[src/design/spq_pkg.sv]
`default_nettype none

package spq_pkg;

    // Queue geometry and field widths
    localparam int DEPTH        = 16;
    localparam int PAYLOAD_BITS = 32;
    localparam int PRIO_BITS    = 32;
    localparam int CNT_BITS     = $clog2(DEPTH + 1);

    // Stream packing: tdata is byte padded
    localparam int IN_FIELD_BITS  = PAYLOAD_BITS + PRIO_BITS;
    localparam int IN_TDATA_BITS  = ((IN_FIELD_BITS + 7) / 8) * 8;
    localparam int OUT_FIELD_BITS = 3 * PAYLOAD_BITS - PAYLOAD_BITS + PRIO_BITS
                                    + CNT_BITS + 1;
    localparam int OUT_TDATA_BITS = ((OUT_FIELD_BITS + 7) / 8) * 8;
    localparam int KIND_BITS      = 2;
    localparam int STATUS_BITS    = 2;

    // Operation codes
    typedef enum logic [KIND_BITS-1:0] {
        KIND_ENQ = 2'd0,
        KIND_DEQ = 2'd1,
        KIND_CLR = 2'd2,
        KIND_NOP = 2'd3
    } kind_t;

    // Result status codes
    typedef enum logic [STATUS_BITS-1:0] {
        STAT_OK        = 2'd0,
        STAT_DEQ_EMPTY = 2'd1,
        STAT_ENQ_FULL  = 2'd2
    } status_t;

    // Controller to datapath commands
    typedef struct packed {
        logic load;   // capture the accepted item
        logic exec;   // apply the operation and load the result register
    } spq_cmd_t;

endpackage

`default_nettype wire

[src/design/spq_ctrl.sv]
`default_nettype none

module spq_ctrl (
    input  wire logic             clk,
    input  wire logic             rst_n,
    input  wire logic             s_tvalid,
    output logic                  s_tready,
    output logic                  m_tvalid,
    input  wire logic             m_tready,
    output spq_pkg::spq_cmd_t     cmd
);

    typedef enum logic {
        ST_IDLE,
        ST_EXEC
    } state_t;

    state_t state_reg;
    state_t state_next;
    logic   out_valid_reg;
    logic   out_valid_next;

    // Handshake and commands
    assign s_tready = (state_reg == ST_IDLE);
    assign m_tvalid = out_valid_reg;
    assign cmd.load = s_tvalid && s_tready;
    assign cmd.exec = (state_reg == ST_EXEC) && (!out_valid_reg || m_tready);

    // Next state
    always_comb
    begin
        state_next     = state_reg;
        out_valid_next = out_valid_reg;
        if (m_tready)
        begin
            out_valid_next = 1'b0;
        end
        unique case (state_reg)
            ST_IDLE:
            begin
                if (cmd.load)
                begin
                    state_next = ST_EXEC;
                end
            end
            ST_EXEC:
            begin
                if (cmd.exec)
                begin
                    state_next     = ST_IDLE;
                    out_valid_next = 1'b1;
                end
            end
            default:
            begin
                state_next = ST_IDLE;
            end
        endcase
    end

    // State and registered outputs
    always_ff @(posedge clk or negedge rst_n)
    begin
        if (!rst_n)
        begin
            state_reg     <= ST_IDLE;
            out_valid_reg <= 1'b0;
        end
        else
        begin
            state_reg     <= state_next;
            out_valid_reg <= out_valid_next;
        end
    end

    // Checks
    a_load_to_exec: assert property (@(posedge clk) disable iff (!rst_n)
        cmd.load |=> (state_reg == ST_EXEC))
        else $error("accepted item did not move to execute");

    a_exec_gives_result: assert property (@(posedge clk) disable iff (!rst_n)
        cmd.exec |=> out_valid_reg)
        else $error("executed item produced no result");

    a_exec_not_over_result: assert property (@(posedge clk) disable iff (!rst_n)
        (out_valid_reg && !m_tready) |-> !cmd.exec)
        else $error("result overwritten while stalled");

endmodule

`default_nettype wire

[src/design/spq_dp.sv]
`default_nettype none

module spq_dp (
    input  wire logic                                     clk,
    input  wire logic                                     rst_n,
    input  wire spq_pkg::spq_cmd_t                        cmd,
    input  wire spq_pkg::kind_t                           kind,
    input  wire logic        [spq_pkg::PAYLOAD_BITS-1:0]  payload,
    input  wire logic signed [spq_pkg::PRIO_BITS-1:0]     prio,
    output logic             [spq_pkg::PAYLOAD_BITS-1:0]  out_payload,
    output logic             [spq_pkg::PAYLOAD_BITS-1:0]  head_payload,
    output logic signed      [spq_pkg::PRIO_BITS-1:0]     head_prio,
    output logic             [spq_pkg::CNT_BITS-1:0]      occupancy,
    output logic                                          is_empty,
    output spq_pkg::status_t                              status
);

    localparam int DEPTH = spq_pkg::DEPTH;
    localparam int PB    = spq_pkg::PAYLOAD_BITS;
    localparam int RB    = spq_pkg::PRIO_BITS;
    localparam int CB    = spq_pkg::CNT_BITS;

    // Captured item
    spq_pkg::kind_t          kind_reg;
    logic        [PB-1:0]    pay_reg;
    logic signed [RB-1:0]    prio_reg;

    // Sorted entry array, slot 0 is the head
    logic        [PB-1:0]    slot_pay_reg  [DEPTH];
    logic signed [RB-1:0]    slot_prio_reg [DEPTH];
    logic        [PB-1:0]    slot_pay_next [DEPTH];
    logic signed [RB-1:0]    slot_prio_next[DEPTH];
    logic        [CB-1:0]    count_reg;
    logic        [CB-1:0]    count_next;

    // Result register
    logic        [PB-1:0]    out_pay_reg;
    logic        [PB-1:0]    head_pay_reg;
    logic signed [RB-1:0]    head_prio_reg;
    logic        [CB-1:0]    occ_reg;
    spq_pkg::status_t        status_reg;
    logic        [PB-1:0]    removed;
    spq_pkg::status_t        status_next;

    logic        [DEPTH-1:0] gt;
    logic        [DEPTH-1:0] gt_prev;
    logic                    full;
    logic                    empty;

    // Per slot compare: held entry orders strictly after the new one
    always_comb
    begin
        for (int i = 0; i < DEPTH; i++)
        begin
            gt[i] = (CB'(i) < count_reg) && (slot_prio_reg[i] > prio_reg);
        end
    end

    assign gt_prev = {gt[DEPTH-2:0], 1'b0};
    assign full    = (count_reg == CB'(DEPTH));
    assign empty   = (count_reg == '0);

    // Operation on the array
    always_comb
    begin
        for (int i = 0; i < DEPTH; i++)
        begin
            slot_pay_next[i]  = slot_pay_reg[i];
            slot_prio_next[i] = slot_prio_reg[i];
        end
        count_next  = count_reg;
        removed     = '0;
        status_next = spq_pkg::STAT_OK;
        unique case (kind_reg)
            spq_pkg::KIND_ENQ:
            begin
                if (full)
                begin
                    status_next = spq_pkg::STAT_ENQ_FULL;
                end
                else
                begin
                    for (int i = 0; i < DEPTH; i++)
                    begin
                        if (gt_prev[i])
                        begin
                            slot_pay_next[i]  = slot_pay_reg[(i + DEPTH - 1) % DEPTH];
                            slot_prio_next[i] = slot_prio_reg[(i + DEPTH - 1) % DEPTH];
                        end
                        else if (gt[i] || (CB'(i) == count_reg))
                        begin
                            slot_pay_next[i]  = pay_reg;
                            slot_prio_next[i] = prio_reg;
                        end
                    end
                    count_next = count_reg + 1'b1;
                end
            end
            spq_pkg::KIND_DEQ:
            begin
                if (empty)
                begin
                    status_next = spq_pkg::STAT_DEQ_EMPTY;
                end
                else
                begin
                    removed = slot_pay_reg[0];
                    for (int i = 0; i < DEPTH - 1; i++)
                    begin
                        slot_pay_next[i]  = slot_pay_reg[i + 1];
                        slot_prio_next[i] = slot_prio_reg[i + 1];
                    end
                    count_next = count_reg - 1'b1;
                end
            end
            spq_pkg::KIND_CLR:
            begin
                count_next = '0;
            end
            spq_pkg::KIND_NOP:
            begin
                count_next = count_reg;
            end
            default:
            begin
                count_next = count_reg;
            end
        endcase
    end

    // Item capture, array and result payload registers
    always_ff @(posedge clk)
    begin
        if (cmd.load)
        begin
            kind_reg <= kind;
            pay_reg  <= payload;
            prio_reg <= prio;
        end
        if (cmd.exec)
        begin
            for (int i = 0; i < DEPTH; i++)
            begin
                slot_pay_reg[i]  <= slot_pay_next[i];
                slot_prio_reg[i] <= slot_prio_next[i];
            end
            out_pay_reg   <= removed;
            head_pay_reg  <= (count_next != '0) ? slot_pay_next[0] : '0;
            head_prio_reg <= (count_next != '0) ? slot_prio_next[0] : '0;
            occ_reg       <= count_next;
            status_reg    <= status_next;
        end
    end

    // Entry count
    always_ff @(posedge clk or negedge rst_n)
    begin
        if (!rst_n)
        begin
            count_reg <= '0;
        end
        else if (cmd.exec)
        begin
            count_reg <= count_next;
        end
    end

    assign out_payload  = out_pay_reg;
    assign head_payload = head_pay_reg;
    assign head_prio    = head_prio_reg;
    assign occupancy    = occ_reg;
    assign is_empty     = (occ_reg == '0);
    assign status       = status_reg;

    // Checks
    a_count_bound: assert property (@(posedge clk) disable iff (!rst_n)
        count_reg <= CB'(DEPTH))
        else $error("entry count beyond depth");

    a_clear_empties: assert property (@(posedge clk) disable iff (!rst_n)
        (cmd.exec && (kind_reg == spq_pkg::KIND_CLR)) |=> (count_reg == '0))
        else $error("clear left entries behind");

    a_full_drops: assert property (@(posedge clk) disable iff (!rst_n)
        (cmd.exec && (kind_reg == spq_pkg::KIND_ENQ) && full)
            |=> (count_reg == CB'(DEPTH)))
        else $error("enqueue on a full queue changed the count");

endmodule

`default_nettype wire

[src/design/sorted_priority_queue.sv]
// Sorted priority queue, lowest priority first, ties in arrival order.
//
// Input stream (s_*): one item per operation. s_tuser carries the kind
// (enqueue, dequeue, clear, or the spare code as a no-op); s_tdata carries
// the payload tag and the signed Q16.16 priority used by an enqueue.
// Output stream (m_*): exactly one result item per input item, in order:
// removed payload, new head payload and priority, occupancy, empty flag
// in m_tdata and the status code in m_tuser.
//
// A result is registered in the execute state, after its item is captured,
// provided the result register is free by then.
// The queue handles one item at a time, a capture cycle followed by an
// execute cycle in which all sixteen slots compare against the new priority
// and shift in parallel.
// The result register lets the next item be accepted while a result waits.
// If the receiver stalls, the result holds and the next item waits in the
// execute cycle; the input side then stalls too.
// Reset empties the queue and drops any pending result; slot contents are
// left as they are and are never visible until written.
`default_nettype none

module sorted_priority_queue (
    input  wire logic                                clk,
    input  wire logic                                rst_n,
    input  wire logic                                s_tvalid,
    output logic                                     s_tready,
    // payload, prio
    input  wire logic [spq_pkg::IN_TDATA_BITS-1:0]   s_tdata,
    // kind
    input  wire logic [spq_pkg::KIND_BITS-1:0]       s_tuser,
    output logic                                     m_tvalid,
    input  wire logic                                m_tready,
    // out_payload, head_payload, head_prio, occupancy, is_empty, zero pad
    output logic      [spq_pkg::OUT_TDATA_BITS-1:0]  m_tdata,
    // status
    output logic      [spq_pkg::STATUS_BITS-1:0]     m_tuser
);

    localparam int PB = spq_pkg::PAYLOAD_BITS;
    localparam int RB = spq_pkg::PRIO_BITS;

    spq_pkg::spq_cmd_t                 cmd;
    logic        [PB-1:0]              out_payload;
    logic        [PB-1:0]              head_payload;
    logic signed [RB-1:0]              head_prio;
    logic        [spq_pkg::CNT_BITS-1:0] occupancy;
    logic                              is_empty;
    spq_pkg::status_t                  status;

    // Controller
    spq_ctrl u_ctrl (
        .clk      (clk),
        .rst_n    (rst_n),
        .s_tvalid (s_tvalid),
        .s_tready (s_tready),
        .m_tvalid (m_tvalid),
        .m_tready (m_tready),
        .cmd      (cmd)
    );

    // Datapath
    spq_dp u_dp (
        .clk          (clk),
        .rst_n        (rst_n),
        .cmd          (cmd),
        .kind         (spq_pkg::kind_t'(s_tuser)),
        .payload      (s_tdata[PB-1:0]),
        .prio         ($signed(s_tdata[PB +: RB])),
        .out_payload  (out_payload),
        .head_payload (head_payload),
        .head_prio    (head_prio),
        .occupancy    (occupancy),
        .is_empty     (is_empty),
        .status       (status)
    );

    // Result packing
    assign m_tdata = spq_pkg::OUT_TDATA_BITS'({is_empty, occupancy, head_prio,
                                               head_payload, out_payload});
    assign m_tuser = status;

endmodule

`default_nettype wire
[config.mk]
export PLATFORM = sky130hd
export DESIGN_NAME = sorted_priority_queue
export DESIGN_NICKNAME = d
export VERILOG_FILES = /design/src/design/spq_pkg.sv /design/src/design/spq_ctrl.sv /design/src/design/spq_dp.sv /design/src/design/sorted_priority_queue.sv
export SDC_FILE = /design/constraint.sdc
export NUM_CORES = 2
export LEC_CHECK = 0
export CAP_MARGIN = 30
export CORE_MARGIN = 3
export CORE_UTILIZATION = 30
export DETAILED_ROUTE_END_ITERATION = 10
export DONT_BUFFER_PORTS = 1
export GPL_ROUTABILITY_DRIVEN = 0
export GPL_TIMING_DRIVEN = 0
export PLACE_DENSITY = 0.45
export SLEW_MARGIN = 20
export SYNTH_ARGS = -nofsm -noshare
export SYNTH_HDL_FRONTEND = slang
export SYNTH_HIERARCHICAL = 1
export SYNTH_SLANG_ARGS = --single-unit
[constraint.sdc]
create_clock -name clk -period 18.4 [get_ports clk]
set_input_delay 5.52 -clock clk [delete_from_list [all_inputs] [get_ports clk]]
set_output_delay 5.52 -clock clk [all_outputs]
set_load 0.05 [all_outputs]
Word level (Yosys, flattened, before mapping)
Memories as Yosys holds them, arrays and structs flattened.
Index checks and enable logic that the tools add are counted.
{"block": "word_totals", "register_bits": 176, "input_bits": 70, "elab_cells": 193, "memories": 2, "ram_bits": 1024}
{"memory": "u_dp.slot_pay_reg", "depth": 16, "width": 32, "read_ports": 16, "rd_clocked_by_memory_dff": 0, "write_ports": 16, "line": "spq_dp.sv:29", "text": "logic [PB-1:0] slot_pay_reg [DEPTH];"}
{"memory": "u_dp.slot_prio_reg", "depth": 16, "width": 32, "read_ports": 16, "rd_clocked_by_memory_dff": 0, "write_ports": 16, "line": "spq_dp.sv:30", "text": "logic signed [RB-1:0] slot_prio_reg [DEPTH];"}
{"block": "op_classes", "addsub": 2, "n_bitwise": 2, "order_cmp": 32, "muxes": 84, "n_eq_ne": 19, "n_reduce_logical": 41}
{"operator": "2-to-1 mux 32 bit", "count": 64}
{"operator": "one-hot mux 480 bit (2 select lines)", "count": 2}
{"operator": "2-to-1 mux 512 bit", "count": 2}
{"operator": "2-to-1 mux 480 bit", "count": 2}
{"operator": "> comparator 32 bit", "count": 16}
{"operator": "== test 4 x 5 -> 1 bit, first input constant", "count": 8}
{"operator": "< comparator 4 x 5 -> 1 bit, first input constant", "count": 8}
{"operator": "== test 3 x 5 -> 1 bit, first input constant", "count": 4}
{"operator": "< comparator 3 x 5 -> 1 bit, first input constant", "count": 4}
{"operator": "one-hot mux 5 bit (4 select lines)", "count": 1}
{"operator": "logical AND 1 bit", "count": 18}
{"operator": "logical OR 1 bit", "count": 17}
{"operator": "== test 2 x 5 -> 1 bit, first input constant", "count": 2}
{"operator": "zero test 5 bit", "count": 2}
{"operator": "< comparator 1 x 5 -> 1 bit, first input constant", "count": 2}
{"operator": "< comparator 2 x 5 -> 1 bit, first input constant", "count": 2}
{"operator": "2-to-1 mux 5 bit", "count": 2}
{"operator": "2-to-1 mux 1 bit", "count": 8}
{"operator": "adder 5 x 1 -> 5 bit, second input constant", "count": 1}
{"operator": "== test 1 x 5 -> 1 bit, first input constant", "count": 1}
{"operator": "== test 5 bit, second input constant", "count": 1}
{"operator": "nonzero test 5 bit", "count": 1}
{"operator": "subtractor 5 x 1 -> 5 bit, second input constant", "count": 1}
{"operator": "== test 2 bit, second input constant", "count": 2}
{"operator": "other kinds (8)", "count": 9}

Logic depth before layout (Yosys ltp)
An unclocked memory read counts as a cell.
{"block": "logic_depth", "ltp_word": 8, "depth_mapped": 13, "depth_no_buf": 10}

Hierarchy
Netlist, hierarchy kept.
{"module": "spq_dp", "area_per_inst_um2": 67900.1, "n_inst": 1, "cells_each": 6220}
{"module": "spq_ctrl", "area_per_inst_um2": 88.8, "n_inst": 1, "cells_each": 8}
{"module": "sorted_priority_queue", "area_per_inst_um2": 26.3, "n_inst": 1, "cells_each": 4}

Worst setup path before layout
Ideal clock, no wire load.
{"block": "synth_timing", "path_type": "in2reg", "start": "input port m_tready", "end": "memory u_dp/slot_pay_reg[1][128] (netlist bit) (enable)", "arrival_ns": 17.811, "setup_slack_ns": 0.064, "path_buffers": 2, "required_ns": 17.876, "path_stages": 6, "path_cell_list": "inv_1 > a21oi_1 > clkbuf_1 > nand3_1 > clkbuf_1 > a31oi_1"}
{"element": "start, declared", "line": "sorted_priority_queue.sv:32", "text": "input wire logic m_tready,"}
{"element": "end, declared", "line": "spq_dp.sv:29"}

==> impl_metrics.env <==
export IMPL_pre_cts_ws_ps=8880
export IMPL_path_class="in -> reg"
export IMPL_grt_max_degree=32
export IMPL_layout_min_cycle_time_ps=8720
export IMPL_start_kind="input port"
export IMPL_ioPinCount=178
export IMPL_antenna_found_initial=26
export IMPL_crit_buf_inv=10
export IMPL_synth_top_area_share=0.527
export IMPL_die_x_um=482
export IMPL_grt_pass1_vias=55372
export IMPL_hp_start="u_dp/slot_pay_reg[0][251]"
export IMPL_fillCellCount=22601
export IMPL_async_reset_ff_frac=0.00583
export IMPL_r2r_setup_slack_ps=11300
export IMPL_nNetsFinal=7103
export IMPL_yosysSeqAreaShare=0.529
export IMPL_synth_common_cells="edfxtp_1, nand2_1, nand3_1"
export IMPL_std_cell_rows=174
export IMPL_synthCells=6232
export IMPL_avgRoutedWirePerCell_um=31.2
export IMPL_postSynthAreaPerCell_um2=10.9
export IMPL_tightestPinTransition_ps=1260
export IMPL_cts_tree="done"
export IMPL_cts_root_buf="clkbuf_16"
export IMPL_synth_top_area_cell="edfxtp_1"
export IMPL_ys_warn_count=6
export IMPL_r2r_end="u_dp/slot_prio_reg[1][217]"
export IMPL_slew_viol_final=0
export IMPL_initial_utilization=0.302
export IMPL_synth_area_leaders="edfxtp_1, ha_1, o211ai_1"
export IMPL_clock_path_buffers=3
export IMPL_insertion_delay_ps=860
export IMPL_critPathMostFrequentCell="buf_16"
export IMPL_hold_end="u_dp/slot_pay_reg[0][219]"
export IMPL_drc_errors=0
export IMPL_ys_ff_latch=1200
export IMPL_grt_overflow_total=0
export IMPL_slowest_delay_ps=470
export IMPL_synth_edff_count=1193
export IMPL_crit_reg2reg_launch="u_dp/prio_reg[31]"
export IMPL_drt_iter0_markers=6911
export IMPL_hold_viol=0
export IMPL_die_y_um=482
export IMPL_portBuffers=0
export IMPL_hold_worst_slack_ps=545
export IMPL_worstHoldPathType="reg -> reg"
export IMPL_layout_area_overhead_vs_synth_pct=16.8
export IMPL_cts_setup_buffers=0
export IMPL_ant_nets=0
export IMPL_setup_viol=0
export IMPL_power_density_nw_per_um2=145
export IMPL_max_freq_ghz=0.115
export IMPL_crit_arrival_ps=9230
export IMPL_p_leak_nw=28.7
export IMPL_place_hpwl_um=235000
export IMPL_endpoint_kind="register"
export IMPL_crit_family="buffers and inverters"
export IMPL_worst_path_max_fanout=21
export IMPL_track_usage=0.251
export IMPL_core_um2=225000
export IMPL_relSlewSlack=0.157
export IMPL_clkSinkCount=1200
export IMPL_synth_cell_types=77
export IMPL_cp_required_ps=18910
export IMPL_die_area_um2=232000
export IMPL_path_clk_slew_ps=60
export IMPL_seq_area_um2=36000
export IMPL_viasPerCell=5.76
export IMPL_reg2reg_depth=14
export IMPL_cts_resized=0
export IMPL_whs_path_depth=2
export IMPL_multiInputGateArea_um2=29700
export IMPL_num_vias=55507
export IMPL_setup_ws_ps=9680
export IMPL_ys_flop_type="edfxtp_1"
export IMPL_maxCapViolCount=0
export IMPL_routed_wl_um=301000
export IMPL_first_pass_iters=6
export IMPL_critPathSlowestCell="nand3_1"
export IMPL_synth_area_um2=68000
export IMPL_rsz0062_at_grt="no"
export IMPL_htree_levels=4
export IMPL_grt_pass1_wl_um=416000
export IMPL_outcome="completed"
export IMPL_clock_skew_ps=77.2
export IMPL_numCtsBuffers=149
export IMPL_cp_cell_sequence="inv_1, a21oi_4, buf_8, buf_16, buf_16, clkbuf_1, nand3_1, clkbuf_1, buf_6, a21oi_4, buf_16, buf_16, buf_16"
export IMPL_min_period_over_period=0.474
export IMPL_drive_gt1_frac=0.0811
export IMPL_hold_buffers=0
export IMPL_yosysMostFrequentCell="edfxtp_1"
export IMPL_peakVddDrop_mv=0.0805
per-layer routing:
metal  global-route usage  vias to the layer above  part of all wire
li1                     -                    24424                 -
met1                0.317                    27744              0.40
met4                0.125                        4             0.057
met2                0.407                     2737              0.46
met3               0.0541                      598             0.083
met5                    0                        -          0.000076
cell families after synthesis:
kind of cell / count (synthesis) / share of synthesized area
AO/OA/AOI/OAI: 1441 / 0.143
XOR/XNOR: 3 / 0.000386
adder cells (fa/ha/maj): 517 / 0.0951
buffers and inverters: 615 / 0.0379
flip-flops: 1200 / 0.529
multiplexers: 395 / 0.0596
other: 1 / 0.0000551
AND/OR/NAND/NOR: 2060 / 0.135
area by class of cell:
type	instances	share of cell area
Timing Repair Buffer	132	0.0335
Buffer	483	0.0267
Sequential cell	1200	0.453
Antenna cell	15	0.000473
Clock inverter	84	0.0102
Tap cell	2992	0.0471
Multi-Input combinational cell	4418	0.374
Inverter	132	0.00624
Clock buffer	182	0.0488
per-stage QoR:
stage,TNS [ps],std cells,utilization,total power [mW],area [µm²]
after detailed placement,0,9336,0.331,8.57,74400
after global placement,-8119970,9225,0.319,8.37,71800
final,0,9638,0.353,11.6,79400
after floorplan,0,6233,-,6.50,68000
after global routing,0,9625,0.353,12.0,79400
after CTS,0,9602,0.352,11.5,79100
worst max-delay path by stage:
stage | startpoint | to | slack, ps | depth (start not counted)
final | m_tready | u_dp/slot_prio_reg[0][156] | 9680 | 13
after global routing | m_tready | u_dp/slot_prio_reg[0][156] | 9570 | 13
after CTS | m_tready | u_dp/slot_prio_reg[0][156] | 9780 | 13
after detailed placement | m_tready | u_dp/slot_pay_reg[0][227] | 8880 | 13
after global placement | m_tready | u_dp/slot_pay_reg[1][162] | -8970 | 6
after floorplan | m_tready | u_dp/slot_pay_reg[1][128] | 60 | 6
where the power goes:
group	internal [mW]	total, mW	leakage (nW)	switching (mW)
Combinational	1.32	4.51	15.2	3.19
Sequential	3.68	4.16	11.3	0.473
Clock	1.57	2.89	2.23	1.32
Total	6.57	11.6	28.7	4.99
worst min-delay path, cell delays in order, from the launching register on:
cell and delay [ps]:
edfxtp_1 340, nand2_1 50, o21ai_0 70
cell usage in the layout, fill, tap and decap left out, types with 13 or more instances in the layout:
master	synthesis	final
mux2i_1	324	324
ha_1	517	517
edfxtp_1	1193	1193
buf_4	18	20
diode_2	0	15
o21a_1	26	26
buf_2	71	74
mux2_1	47	47
clkinv_1	0	29
buf_8	0	24
o211ai_1	581	581
o21ai_1	57	58
o21ai_0	343	342
a222oi_1	64	64
a31oi_1	24	15
mux2_2	23	23
nor3_1	28	26
clkbuf_1	354	356
and2_1	36	36
buf_6	15	43
o22ai_1	13	13
a21oi_1	159	153
clkbuf_16	0	150
nor2_1	147	147
nand4_1	81	81
clkbuf_2	0	31
buf_16	0	66
inv_1	132	132
nor2b_1	25	25
a211oi_1	35	35
nand3_1	624	624
and4_1	14	14
buf_1	25	25
clkinv_2	0	21
nand2_1	1045	1045
a21o_1	46	46
and3_1	18	18
Note: power is estimated with default switching activity, not from simulation.
